===== src/sv/jrm_pkg.sv =====
// ----------------------------------------------------------------------------
// jrm_pkg: shared types and codes for the key exchange round block
// step codes and the control struct between sequencer and modular multiplier
// ----------------------------------------------------------------------------
`default_nettype none

package jrm_pkg;

    localparam logic [1:0] ACT_LOAD_OWN = 2'd0;
    localparam logic [1:0] ACT_PARTNER  = 2'd1;
    localparam logic [1:0] ACT_STEP_TWO = 2'd2;

    localparam logic [1:0] CFG_MODULUS   = 2'd0;
    localparam logic [1:0] CFG_GENERATOR = 2'd1;
    localparam logic [1:0] CFG_SECRET    = 2'd2;

    typedef enum logic [3:0] {
        ST_IDLE,
        ST_RED_G,      // reduce generator mod p
        ST_PRE,        // prepare a power
        ST_MUL_START,  // launch one multiply
        ST_MUL_WAIT,
        ST_POW_NEXT,   // advance exponent bit
        ST_POW_DONE,
        ST_OUT
    } t_state;

    // request to the bit-serial modular multiplier
    typedef struct packed {
        logic start;
    } t_mul_ctrl;

endpackage

`default_nettype wire


===== src/sv/jpake_round_modexp.sv =====
// ----------------------------------------------------------------------------
// jpake_round_modexp: one party of a password key exchange round
// square-and-multiply modular powers over a bit-serial modular multiplier
// ----------------------------------------------------------------------------
//  channel   dir  content
//  s_axis    in   action, exponent_first, exponent_second
//  m_axis    out  result_first, result_second
//  cfg       in   modulus, generator, shared_secret (index 0..2)
//
//  each multiply step is launch, a run of the shared serial multiplier and
//  advance; g mod p and b*secret are built side by side in the reduction state
//  a power of an exponent with k significant bits costs 2k+1 multiplies
//  (3 for a zero exponent) plus the prepare and done states; action 1 runs
//  two powers of EXP_WIDTH bits, action 2 one of EXP_WIDTH, two single
//  products and one of 2*EXP_WIDTH bits; action 0 and the undefined
//  action 3 go straight to the output
//  one request at a time; the result register holds while the output stalls
//  reset is synchronous and clears the stored exponents and commitments
`default_nettype none

module jpake_round_modexp
    import jrm_pkg::*;
#(
    parameter int MOD_WIDTH = 32,
    parameter int EXP_WIDTH = 16
) (
    input  wire logic                   i_clk,
    input  wire logic                   i_rst_n,
    // tdata: action[1:0], exponent_first, exponent_second, zero fill
    input  wire logic [((2+2*EXP_WIDTH+7)/8)*8-1:0] s_axis_tdata,
    input  wire logic                   s_axis_tvalid,
    output logic                        s_axis_tready,
    // tdata: result_first[31:0], result_second[63:32]
    output logic [63:0]                 m_axis_tdata,
    output logic                        m_axis_tvalid,
    input  wire logic                   m_axis_tready,
    input  wire logic                   i_cfg_we,
    input  wire logic [1:0]             i_cfg_index,
    input  wire logic [MOD_WIDTH-1:0]   i_cfg_data
);

    localparam int EW2 = 2 * EXP_WIDTH;
    localparam int BW  = $clog2(EW2 + 1);
    localparam int RW  = $clog2(MOD_WIDTH + 1);
    localparam int SW  = $clog2(EXP_WIDTH + 1);

    // configuration
    logic [MOD_WIDTH-1:0] r_mod, r_gen;
    logic [EXP_WIDTH-1:0] r_secret;

    // round state
    logic [EXP_WIDTH-1:0] r_a, r_b, r_c, r_d;
    logic [MOD_WIDTH-1:0] r_cc, r_cd;

    // sequencer
    t_state r_state, n_state;
    logic [1:0]           r_act;
    logic [2:0]           r_phase;   // which power / multiply of the step
    logic [MOD_WIDTH-1:0] r_gred;    // g mod p
    logic [MOD_WIDTH-1:0] r_base, r_pacc;
    logic [EW2-1:0]       r_exp;
    logic [BW-1:0]        r_bits;
    logic                 r_sq;      // current multiply is the squaring
    logic [MOD_WIDTH-1:0] r_t0;      // saved power
    logic [MOD_WIDTH-1:0] r_res1, r_res2;
    logic                 r_oval;

    // product b*secret, built one secret bit per cycle during the g reduction
    logic [EW2-1:0]       r_eprod;
    logic [EXP_WIDTH-1:0] r_sec_sh;
    logic [SW-1:0]        r_ecnt;

    t_mul_ctrl            w_mctl;
    logic [MOD_WIDTH-1:0] w_mx, w_my, w_prod;
    logic                 w_mdone;
    logic                 w_in_acc;
    logic [1:0]           w_act;
    logic [EXP_WIDTH-1:0] w_e1, w_e2;
    logic [MOD_WIDTH-1:0] w_pval;

    assign w_act = s_axis_tdata[1:0];
    assign w_e1  = s_axis_tdata[2 +: EXP_WIDTH];
    assign w_e2  = s_axis_tdata[2+EXP_WIDTH +: EXP_WIDTH];
    assign s_axis_tready = (r_state == ST_IDLE) && !r_oval;
    assign w_in_acc = s_axis_tvalid && s_axis_tready;

    // zero modulus: every modular value is 0
    assign w_pval = (r_mod == '0) ? '0 : r_pacc;

    jrm_modmul #(.MOD_WIDTH(MOD_WIDTH)) u_mul (
        .i_clk  (i_clk),
        .i_rst_n(i_rst_n),
        .i_ctrl (w_mctl),
        .i_x    (w_mx),
        .i_y    (w_my),
        .i_m    (r_mod),
        .o_done (w_mdone),
        .o_prod (w_prod)
    );

    // g mod p by restoring subtraction, one bit a cycle
    logic [MOD_WIDTH:0]   r_rem;
    logic [MOD_WIDTH-1:0] r_rq;
    logic [RW-1:0]        r_rcnt;

    // next state
    always_comb begin
        n_state = r_state;
        case (r_state)
            ST_IDLE:      if (w_in_acc) begin
                              if (w_act == ACT_PARTNER || w_act == ACT_STEP_TWO)
                                  n_state = ST_RED_G;
                              else
                                  n_state = ST_OUT;
                          end
            ST_RED_G:     if (r_rcnt == '0 && r_ecnt == '0) n_state = ST_PRE;
            ST_PRE:       n_state = ST_MUL_START;
            ST_MUL_START: n_state = ST_MUL_WAIT;
            ST_MUL_WAIT:  if (w_mdone) n_state = ST_POW_NEXT;
            ST_POW_NEXT:  n_state = (!r_sq && r_bits == '0) ? ST_POW_DONE
                                                           : ST_MUL_START;
            ST_POW_DONE:  n_state = ST_PRE;
            ST_OUT:       n_state = ST_IDLE;
            default:      n_state = ST_IDLE;
        endcase
        // the done state decides whether the step is over
        if (r_state == ST_POW_DONE &&
            ((r_act == ACT_PARTNER && r_phase == 3'd1) ||
             (r_act == ACT_STEP_TWO && r_phase == 3'd4)))
            n_state = ST_OUT;
    end

    // multiplier launch; the step-two products reuse the power datapath
    always_comb begin
        w_mctl.start = (r_state == ST_MUL_START);
        if (r_sq) begin
            w_mx = r_base;
            w_my = r_base;
        end else begin
            w_mx = r_pacc;
            w_my = r_base;
        end
    end

    // 1 mod m, the start value of every power but the two step-two products
    function automatic logic [MOD_WIDTH-1:0] f_one(input logic [MOD_WIDTH-1:0] m);
        return (m == MOD_WIDTH'(1)) ? '0 : MOD_WIDTH'(1);
    endfunction

    logic [MOD_WIDTH:0] w_rsh;
    assign w_rsh = {r_rem[MOD_WIDTH-1:0], r_rq[MOD_WIDTH-1]};

    always_ff @(posedge i_clk) begin
        if (!i_rst_n) begin
            r_state  <= ST_IDLE;
            r_mod    <= MOD_WIDTH'(3);
            r_gen    <= MOD_WIDTH'(2);
            r_secret <= '0;
            r_a <= '0; r_b <= '0; r_c <= '0; r_d <= '0;
            r_cc <= '0; r_cd <= '0;
            r_oval   <= 1'b0;
            r_phase  <= '0;
            r_act    <= ACT_LOAD_OWN;
        end else begin
            r_state <= n_state;
            if (i_cfg_we) begin
                case (i_cfg_index)
                    CFG_MODULUS:   r_mod    <= i_cfg_data;
                    CFG_GENERATOR: r_gen    <= i_cfg_data;
                    CFG_SECRET:    r_secret <= i_cfg_data[EXP_WIDTH-1:0];
                    default:       ;
                endcase
            end
            if (m_axis_tvalid && m_axis_tready) r_oval <= 1'b0;
            case (r_state)
                ST_IDLE: if (w_in_acc) begin
                    r_act    <= w_act;
                    r_phase  <= '0;
                    r_res1   <= '0;
                    r_res2   <= '0;
                    r_rem    <= '0;
                    r_rq     <= r_gen;
                    r_rcnt   <= RW'(MOD_WIDTH);
                    r_eprod  <= '0;
                    r_sec_sh <= r_secret;
                    r_ecnt   <= SW'(EXP_WIDTH);
                    if (w_act == ACT_LOAD_OWN) begin
                        r_a <= w_e1; r_b <= w_e2;
                    end else if (w_act == ACT_PARTNER) begin
                        r_c <= w_e1; r_d <= w_e2;
                    end
                end
                ST_RED_G: begin
                    if (r_rcnt != '0) begin
                        r_rcnt <= r_rcnt - 1'b1;
                        r_rq   <= r_rq << 1;
                        if (w_rsh >= {1'b0, r_mod})
                            r_rem <= w_rsh - {1'b0, r_mod};
                        else
                            r_rem <= w_rsh;
                    end else begin
                        r_gred <= (r_mod == '0) ? '0 : r_rem[MOD_WIDTH-1:0];
                    end
                    // b*secret, secret msb first
                    if (r_ecnt != '0) begin
                        r_ecnt   <= r_ecnt - 1'b1;
                        r_sec_sh <= r_sec_sh << 1;
                        r_eprod  <= (r_eprod << 1) +
                                    (r_sec_sh[EXP_WIDTH-1] ? EW2'(r_b) : '0);
                    end
                end
                ST_PRE: begin
                    r_sq   <= 1'b0;
                    r_bits <= BW'(EW2);
                    case (r_phase)
                        3'd0: begin
                            r_pacc <= f_one(r_mod);
                            r_base <= r_gred;
                            r_exp  <= (r_act == ACT_PARTNER) ? EW2'(r_c) : EW2'(r_a);
                        end
                        3'd1: begin
                            r_pacc <= f_one(r_mod);
                            r_base <= r_gred;
                            r_exp  <= EW2'(r_d);
                        end
                        // t0 * C then * D: run as powers with exponent one;
                        // a commitment not below p feeds only the serial operand of the product that is kept
                        3'd2: begin
                            r_pacc <= r_t0;
                            r_base <= r_cc;
                            r_exp  <= EW2'(1);
                        end
                        3'd3: begin
                            r_pacc <= r_t0;
                            r_base <= r_cd;
                            r_exp  <= EW2'(1);
                        end
                        default: begin
                            r_pacc <= f_one(r_mod);
                            r_base <= r_t0;
                            r_exp  <= r_eprod;
                        end
                    endcase
                end
                ST_MUL_START: ;
                ST_MUL_WAIT: if (w_mdone) begin
                    if (r_sq) r_base <= w_prod;
                    else if (r_exp[0]) r_pacc <= w_prod;
                end
                ST_POW_NEXT: begin
                    if (r_sq) begin
                        r_sq  <= 1'b0;
                        r_exp <= r_exp >> 1;
                        r_bits <= (r_exp[EW2-1:1] == '0) ? '0 : r_bits - 1'b1;
                    end else begin
                        r_sq <= 1'b1;
                    end
                end
                ST_POW_DONE: begin
                    // step two skips the partner power and goes to the C product
                    r_phase <= (r_act == ACT_STEP_TWO && r_phase == 3'd0) ? 3'd2
                                                                         : r_phase + 3'd1;
                    case (r_phase)
                        3'd0: begin
                            if (r_act == ACT_PARTNER) begin
                                r_cc <= w_pval; r_res1 <= w_pval;
                            end else r_t0 <= w_pval;
                        end
                        3'd1: begin
                            if (r_act == ACT_PARTNER) begin
                                r_cd <= w_pval; r_res2 <= w_pval;
                            end else r_t0 <= w_pval;
                        end
                        3'd2, 3'd3: r_t0 <= w_pval;
                        default: r_res1 <= w_pval;
                    endcase
                end
                ST_OUT: r_oval <= 1'b1;
                default: ;
            endcase
        end
    end

    assign m_axis_tvalid = r_oval;
    assign m_axis_tdata  = {32'(r_res2), 32'(r_res1)};

`ifndef SYNTHESIS
    a_busy_not_ready: assert property (@(posedge i_clk) disable iff (!i_rst_n)
        (r_state != ST_IDLE) |-> !s_axis_tready) else $error("ready while busy");
    a_out_hold: assert property (@(posedge i_clk) disable iff (!i_rst_n)
        (m_axis_tvalid && !m_axis_tready) |=> $stable(m_axis_tdata))
        else $error("result changed under stall");
    a_out_once: assert property (@(posedge i_clk) disable iff (!i_rst_n)
        (r_state == ST_OUT) |=> m_axis_tvalid) else $error("result lost");
`endif

endmodule

`default_nettype wire


===== src/sv/jrm_modmul.sv =====
// ----------------------------------------------------------------------------
// jrm_modmul: bit-serial modular multiplier
// shift-and-add x*y mod m, one multiplier bit per cycle, operands below m
// ----------------------------------------------------------------------------
`default_nettype none

module jrm_modmul
    import jrm_pkg::*;
#(
    parameter int MOD_WIDTH = 32
) (
    input  wire logic                 i_clk,
    input  wire logic                 i_rst_n,
    input  wire t_mul_ctrl            i_ctrl,
    input  wire logic [MOD_WIDTH-1:0] i_x,
    input  wire logic [MOD_WIDTH-1:0] i_y,
    input  wire logic [MOD_WIDTH-1:0] i_m,
    output logic                      o_done,
    output logic [MOD_WIDTH-1:0]      o_prod
);

    localparam int CW = $clog2(MOD_WIDTH + 1);

    logic [MOD_WIDTH-1:0] r_x, r_y, r_acc;
    logic [CW-1:0]        r_cnt;
    logic                 r_busy, r_done;
    logic [MOD_WIDTH-1:0] w_sum, w_dbl;

    // (a + b) mod m for a, b < m without overflow
    function automatic logic [MOD_WIDTH-1:0] f_add(
        input logic [MOD_WIDTH-1:0] a,
        input logic [MOD_WIDTH-1:0] b,
        input logic [MOD_WIDTH-1:0] m
    );
        logic [MOD_WIDTH-1:0] room;
        room = m - b;
        return (a >= room) ? a - room : a + b;
    endfunction

    assign w_sum = f_add(r_acc, r_x, i_m);
    assign w_dbl = f_add(r_x, r_x, i_m);

    always_ff @(posedge i_clk) begin
        if (!i_rst_n) begin
            r_busy <= 1'b0;
            r_done <= 1'b0;
            r_cnt  <= '0;
        end else begin
            r_done <= 1'b0;
            if (i_ctrl.start) begin
                r_busy <= 1'b1;
                r_cnt  <= CW'(MOD_WIDTH);
            end else if (r_busy) begin
                if (r_cnt == CW'(1)) begin
                    r_busy <= 1'b0;
                    r_done <= 1'b1;
                end
                r_cnt <= r_cnt - CW'(1);
            end
        end
    end

    always_ff @(posedge i_clk) begin
        if (i_ctrl.start) begin
            r_x   <= i_x;
            r_y   <= i_y;
            r_acc <= '0;
        end else if (r_busy) begin
            if (r_y[0]) r_acc <= w_sum;
            r_x <= w_dbl;
            r_y <= r_y >> 1;
        end
    end

    assign o_done = r_done;
    assign o_prod = r_acc;

`ifndef SYNTHESIS
    a_no_restart: assert property (@(posedge i_clk) disable iff (!i_rst_n)
        r_busy |-> !i_ctrl.start) else $error("multiply restarted while busy");
    a_done_pulse: assert property (@(posedge i_clk) disable iff (!i_rst_n)
        r_done |=> !r_done) else $error("done longer than one cycle");
    a_done_idle: assert property (@(posedge i_clk) disable iff (!i_rst_n)
        r_done |-> !r_busy) else $error("done while busy");
`endif

endmodule

`default_nettype wire

===== config.mk =====
export PLATFORM = sky130hd
export DESIGN_NAME = jpake_round_modexp
export DESIGN_NICKNAME = d
export VERILOG_FILES = /design/src/sv/jrm_pkg.sv /design/src/sv/jpake_round_modexp.sv /design/src/sv/jrm_modmul.sv
export SDC_FILE = /design/constraint.sdc
export NUM_CORES = 2
export LEC_CHECK = 0
export BUFFER_PORTS_ARGS = -buffer_cell sky130_fd_sc_hd__buf_2
export CORE_ASPECT_RATIO = 1.4
export CORE_UTILIZATION = 30
export CTS_CLUSTER_SIZE = 14
export DETAILED_ROUTE_END_ITERATION = 8
export MAX_ROUTING_LAYER = met4
export PLACE_DENSITY = 0.42
export SLEW_MARGIN = 20
export SYNTH_ARGS = -nofsm -noshare
export SYNTH_HDL_FRONTEND = slang
export SYNTH_SLANG_ARGS = --single-unit

===== constraint.sdc =====
create_clock -name i_clk -period 8.1 [get_ports i_clk]
set_clock_uncertainty 0.1 [all_clocks]
set_input_delay 0 -clock i_clk [delete_from_list [all_inputs] [get_ports i_clk]]
set_output_delay 0 -clock i_clk [all_outputs]
set_load 0.02 [all_outputs]

======== After elaboration in Yosys (flattened, before gate mapping) ========
Cells that the tools add are included.
W data, S select, Z words.
word-level totals
  register bits ........................... 676
  bits in latches ......................... 0
  memory bits (writable) .................. 0
  ROM bits ................................ 0
  input port bits ......................... 79
  output and inout bits ................... 66
  memories ................................ 0
cells by class
  add/sub/neg operators ................... 12
  multiply operators ...................... 0
  div/mod/pow operators ................... 0
  magnitude comparators ................... 3
  equal/unequal tests ..................... 36
  shifts and indexed selects .............. 0
  multiplexer cells ....................... 72
  bitwise operators ....................... 4
  reductions and logical operators ........ 59
operators by type and width
  kind                   count
  $mux W32               25
  $pmux W32 S2           10
  $pmux W32 S3           2
  $sub A32 B32 Y32       4
  $add A32 B32 Y32       2
  $ge A32 B32 Y1         2
  $mux W16               4
  $mux W6                6
  $ge A33 B32 Y1         1
  $add A32 B16 Y32       1
  $eq A32 B1 Y1 const B  1
  $logic_not A32 Y1      1
  $pmux W16 S2           1
  $logic_not A31 Y1      1
  $pmux W4 S7            1
  $pmux W6 S2            2
  $reduce_and A3 Y1      7
  $ne A2 B2 Y1 const B   10
  $reduce_and A4 Y1      5
  $sub A6 B1 Y6 const B  3
  $eq A4 B3 Y1 const B   4
  $mux W3                5
  $reduce_and A5 Y1      3
  $reduce_and A2 Y1      7
  33 further kinds       78

======== Depth between registers and ports, before layout ========
  depth in word-level cells ............... 6
  mapped depth ............................ 29
  gate-level depth less buffers ........... 26

======== Hierarchy ========
From an unflattened synthesis, not the netlist that was laid out.
second synthesis, totals
  cell total of the unflattened synthesis .. 3,988
  area, all modules ....................... 37,921.4 sq um
by module, submodules not included
  module              instances  cells an instance  area each (sq um)  sequential area each (sq um)
  jpake_round_modexp  1          2,674              26,813.2           14,974.4
  jrm_modmul          1          1,314              11,108.2           2,722.6

======== Least setup slack after synthesis ========
OpenSTA, ideal clock, no wires.
  path type ............................... reg2reg
  start point ............................. reg r_oval, in the netlist m_axis_tvalid
  end point ............................... reg r_rcnt[0], enable pin
  data arrival time ....................... 5.032 ns
  required time ........................... 7.479 ns
  slack ................................... 2.447 ns
  cell stages (with the launch flop) ...... 4
  buffers on the path ..................... 0
  period minus slack after synthesis ...... 5.653 ns
  path through ............................ dfxtp_1 nor4_1 nand2_1 a21oi_1
on the way
  word-level cells in the longest chain between the ends .. 5
ends and longest elaborated chain
  element                             line                       text
  start, declared                     jpake_round_modexp.sv:66   logic r_oval;
  start signal, assigned              jpake_round_modexp.sv:161  r_oval <= 1'b0;
  start signal, assigned              jpake_round_modexp.sv:174  if (m_axis_tvalid && m_axis_tready) r_oval <= 1'b0;
  start signal, assigned              jpake_round_modexp.sv:278  ST_OUT: r_oval <= 1'b1;
  $logic_not A1 Y1                    jpake_round_modexp.sv:84   assign s_axis_tready = (r_state == ST_IDLE) && !r_oval;
  $logic_and A1 B1 Y1                 jpake_round_modexp.sv:84
  net s_axis_tready                   jpake_round_modexp.sv:32   output logic s_axis_tready,
  $logic_and A1 B1 Y1                 jpake_round_modexp.sv:85   assign w_in_acc = s_axis_tvalid && s_axis_tready;
  $ne A2 B2 Y1 (no source line)       --
  $reduce_and A4 Y1 (no source line)  --
  end signal, assigned                jpake_round_modexp.sv:183  r_rcnt <= RW'(MOD_WIDTH);
  end signal, assigned                jpake_round_modexp.sv:195  r_rcnt <= r_rcnt - 1'b1;
  end, declared                       jpake_round_modexp.sv:104  logic [RW-1:0] r_rcnt;
The timed path passes the listed nets, and every way through them passes these cells.
A chain may end at the register's enable or synchronous reset.

======== Worst setup path in the final report ========
  start point ............................. reg r_mod[0]
  end point ............................... reg u_mul.r_acc[0], in the netlist u_mul.o_prod[0]
on the way
  word-level cells in the longest chain between the ends .. 3
  elaborated cells between the ends (all ways) .. 4
ends and longest elaborated chain
  element                                                    line                       text
  start, declared                                            jpake_round_modexp.sv:48   logic [MOD_WIDTH-1:0] r_mod, r_gen;
  start signal, assigned                                     jpake_round_modexp.sv:168  CFG_MODULUS: r_mod <= i_cfg_data;
  $sub A32 B32 Y32 *                                         jrm_modmul.sv:36           room = m - b;
  $sub A32 B32 Y32 / $ge A32 B32 Y1 (equally long branches)  jrm_modmul.sv:37           return (a >= room) ? a - room : a + b;
  $mux W32 *                                                 jrm_modmul.sv:37
  end signal, assigned                                       jrm_modmul.sv:69           if (r_y[0]) r_acc <= w_sum;
  end, declared                                              jrm_modmul.sv:24           logic [MOD_WIDTH-1:0] r_x, r_y, r_acc;
Mark *: on every way between the ends. The rest lies on a longest branch, timed or not.

==> results.sh <==
export IMPL_status="completed"
export IMPL_wirelength_um=129200
export IMPL_n_fill_cell=12960
export IMPL_grt_usage_pct=20.88
export IMPL_r2r_start="r_mod[0]"
export IMPL_root_buffer="clkbuf_16"
export IMPL_clk_path_buf_depth=3
export IMPL_cp_required_ns=8.48
export IMPL_rows=153
export IMPL_async_reset_ff_share_pct=0
export IMPL_initial_core_util_pct=30.18
export IMPL_start_kind="flip-flop"
export IMPL_rrSetupSlack_ns=1.05
export IMPL_cts_resized=0
export IMPL_ir_drop_uv=145.7
export IMPL_timing_rr_end="u_mul.o_prod[0]"
export IMPL_grt_max_degree=90
export IMPL_critPathMaxStageDelay_ns=0.48
export IMPL_cp_end_kind="flip-flop"
export IMPL_vias=29930
export IMPL_ys_warn_count=0
export IMPL_finalMaxSlewViolations=0
export IMPL_antenna_left=0
export IMPL_grt_pass1_vias=29930
export IMPL_ys_seq_area_share_pct=47.27
export IMPL_worstHoldStart="i_cfg_index[1]"
export IMPL_setup_viol=0
export IMPL_htree_levels=3
export IMPL_tns_ns=0
export IMPL_drt_iter0_drc=1778
export IMPL_synth_cells=4103
export IMPL_synth_ff_type="edfxtp_1"
export IMPL_io_pins=145
export IMPL_rsz0062_at_grt="no"
export IMPL_worst_slew_pin_slew_ns=1.107
export IMPL_synthesis_nets=4365
export IMPL_synth_cell_type_count=90
export IMPL_hold_path_depth=4
export IMPL_crit_top_cell="a21o_1"
export IMPL_seq_area_um2=17700
export IMPL_timing_slew_headroom_pct=25.74
export IMPL_grt_pass1_wl_um=191700
export IMPL_synth_area_um2=37440
export IMPL_dr_pass1_iters=6
export IMPL_cp_max_fo=53
export IMPL_powerDensity_nw_per_um2=326.0
export IMPL_arrival_ns=7.43
export IMPL_dp_cells=5695
export IMPL_final_cells=5935
export IMPL_slowest_stage="o21ai_4"
export IMPL_drive_above_1_share_pct=8.473
export IMPL_cts_buffers=77
export IMPL_hpwlAfterDp_um=91150
export IMPL_avgSynthCellArea_um2=9.124
export IMPL_wire_per_inst_um=21.76
export IMPL_ff2ff_path_depth=27
export IMPL_synth_seq_cells=675
export IMPL_die_area_um2=126200
export IMPL_grt_overflow=0
export IMPL_post_cts_buffers=0
export IMPL_criticalPathCategory="reg -> reg"
export IMPL_period_needed_ns=7.046
export IMPL_synth_edf_count=418
export IMPL_multiInputGateArea_um2=18440
export IMPL_antenna_found_initial=3
export IMPL_cts_tree="yes"
export IMPL_die_w_um=300.6
export IMPL_hp_class="in -> reg"
export IMPL_drc=0
export IMPL_area_growth_pct=15.97
export IMPL_fmax_ghz=0.1419
export IMPL_p_total_w=0.01416
export IMPL_whs_endpoint="r_secret[3]"
export IMPL_design_core_area_um2=124000
export IMPL_numPortBuffers=138
export IMPL_power_leakage_nw=16.68
export IMPL_hold_viol=0
export IMPL_clk_pin_slew_worst_paths_ns=0.06
export IMPL_worst_skew_pair_late_latency_ns=0.68
export IMPL_gp_congestion=0.8411
export IMPL_nets=4506
export IMPL_min_period_over_period_pct=86.99
export IMPL_avgViaCountPerCell=5.043
export IMPL_clock_sinks=675
export IMPL_fp_dieH_um=420.0
export IMPL_n_antenna_cell=0
export IMPL_drv_cap=0
[stage by stage]
stage	setup WS, ns	instance area (um2)	utilization (%)	hold slack [ns]
final	1.054	43420	35.00	0.03238
after global routing	0.6086	43420	35.00	0.03813
after CTS	0.9984	43390	34.98	0.00009598
after detailed placement	1.066	39870	32.14	0.1626
after global placement	1.110	39870	32.14	0.1614
after floorplan	2.447	37440	-	0.02397
[worst max path at each step]
| stage | startpoint | endpoint | slack [ns] | depth (start not counted) |
|---|---|---|---|---|
| floorplan | m_axis_tvalid | r_rcnt[0] | 2.45 | 3 |
| global placement | r_mod[0] | u_mul.o_prod[19] | 1.11 | 27 |
| detailed placement | r_mod[0] | u_mul.o_prod[0] | 1.07 | 27 |
| CTS | r_mod[0] | u_mul.o_prod[0] | 1.0 | 27 |
| global route | r_mod[0] | u_mul.o_prod[21] | 0.61 | 26 |
| finish | r_mod[0] | u_mul.o_prod[0] | 1.05 | 27 |
[logic make-up (layout without fill, tap and decap cells)]
kind of cell	Yosys count	in the layout	share of synthesized area [%]
flip-flops	675	675	47.27
AO/OA/AOI/OAI	1022	1022	18.16
adder cells (fa/ha/maj)	191	191	6.450
buffers and inverters	390	595	3.987
multiplexers	37	37	0.9960
XOR/XNOR	172	172	4.024
AND/OR/NAND/NOR	1616	1616	19.11
[final cells by class]
class                   count  area share (%)
repair buffers            279           4.671
multi-input cells        3038           42.48
clock inverters            37           1.003
clock buffers             106           4.899
inverters                 173           1.496
well taps                1627           4.689
flip-flops and latches    675           40.76
[metal layers]
| layer | GRT usage, % | wire length (um) | up-vias |
|---|---|---|---|
| met5 | - | 0 | - |
| met4 | 7.098 | 3942 | 0 |
| met3 | 2.089 | 4013 | 143 |
| met2 | 38.79 | 69470 | 524 |
| met1 | 23.01 | 51730 | 14510 |
| li1 | - | - | 14750 |
[critical path: cells and delay by family (launching register included)]
kind | cells | cell delay [ns]
compound gates | 18 | 4.46
xor+xnor | 1 | 0.24
fa+ha+maj | 3 | 0.98
flops | 1 | 0.37
buf+inv | 3 | 0.52
simple gates | 2 | 0.16
[what timing repair did]
| item | 4_1_cts | 5_1_grt |
|---|---|---|
| hold buffers | 96 | 0 |
| endpoints found under the hold margin | 226 | 0 |
| setup endpoints to repair | 0 | 0 |
[placed cells by master, fill, tap and decap left out, types with 137 or more instances in the layout]
master	synthesis	layout
nand2_1	870	866
buf_2	11	137
a21oi_1	231	226
a21boi_0	160	158
nor2_1	288	285
dfxtp_1	257	257
o21ai_0	212	212
inv_1	172	172
ha_1	177	177
edfxtp_1	418	418
[cells in the mapped netlist (7+ instances only)]
cell type / n / share of area (%)
o21bai_1: 19 / 0.38
xnor2_1: 111 / 2.6
a21oi_1: 231 / 3.1
nor4_1: 21 / 0.35
o21a_1: 30 / 0.60
nand2b_1: 31 / 0.52
buf_2: 11 / 0.15
or3_1: 12 / 0.20
inv_1: 172 / 1.7
dfxtp_1: 257 / 14
a221oi_1: 20 / 0.47
and2_1: 95 / 1.6
nor3_1: 50 / 0.67
a211o_1: 8 / 0.19
o211ai_1: 23 / 0.46
a22o_1: 26 / 0.61
edfxtp_1: 418 / 34
nor2_1: 288 / 2.9
mux2i_1: 35 / 0.94
nor2b_1: 88 / 1.5
ha_1: 177 / 5.9
nand3_1: 57 / 0.76
o21ai_0: 212 / 2.8
nand2_1: 870 / 8.7
a21boi_0: 160 / 3.2
a31oi_1: 52 / 0.87
o31ai_1: 9 / 0.18
a21o_1: 70 / 1.4
xor2_1: 61 / 1.4
clkbuf_1: 190 / 1.9
a211oi_1: 57 / 1.1
or2_2: 7 / 0.12
a222oi_1: 32 / 0.86
and3_1: 37 / 0.62
maj3_1: 8 / 0.21
nand4_1: 23 / 0.38
buf_1: 13 / 0.13
[power breakdown]
group          internal [W]  switching (W)  total [W]
combinational       0.00207        0.00350    0.00557
sequential          0.00442       0.000570    0.00499
clock               0.00203        0.00157    0.00360
Note: power is estimated with default switching activity, not from simulation.
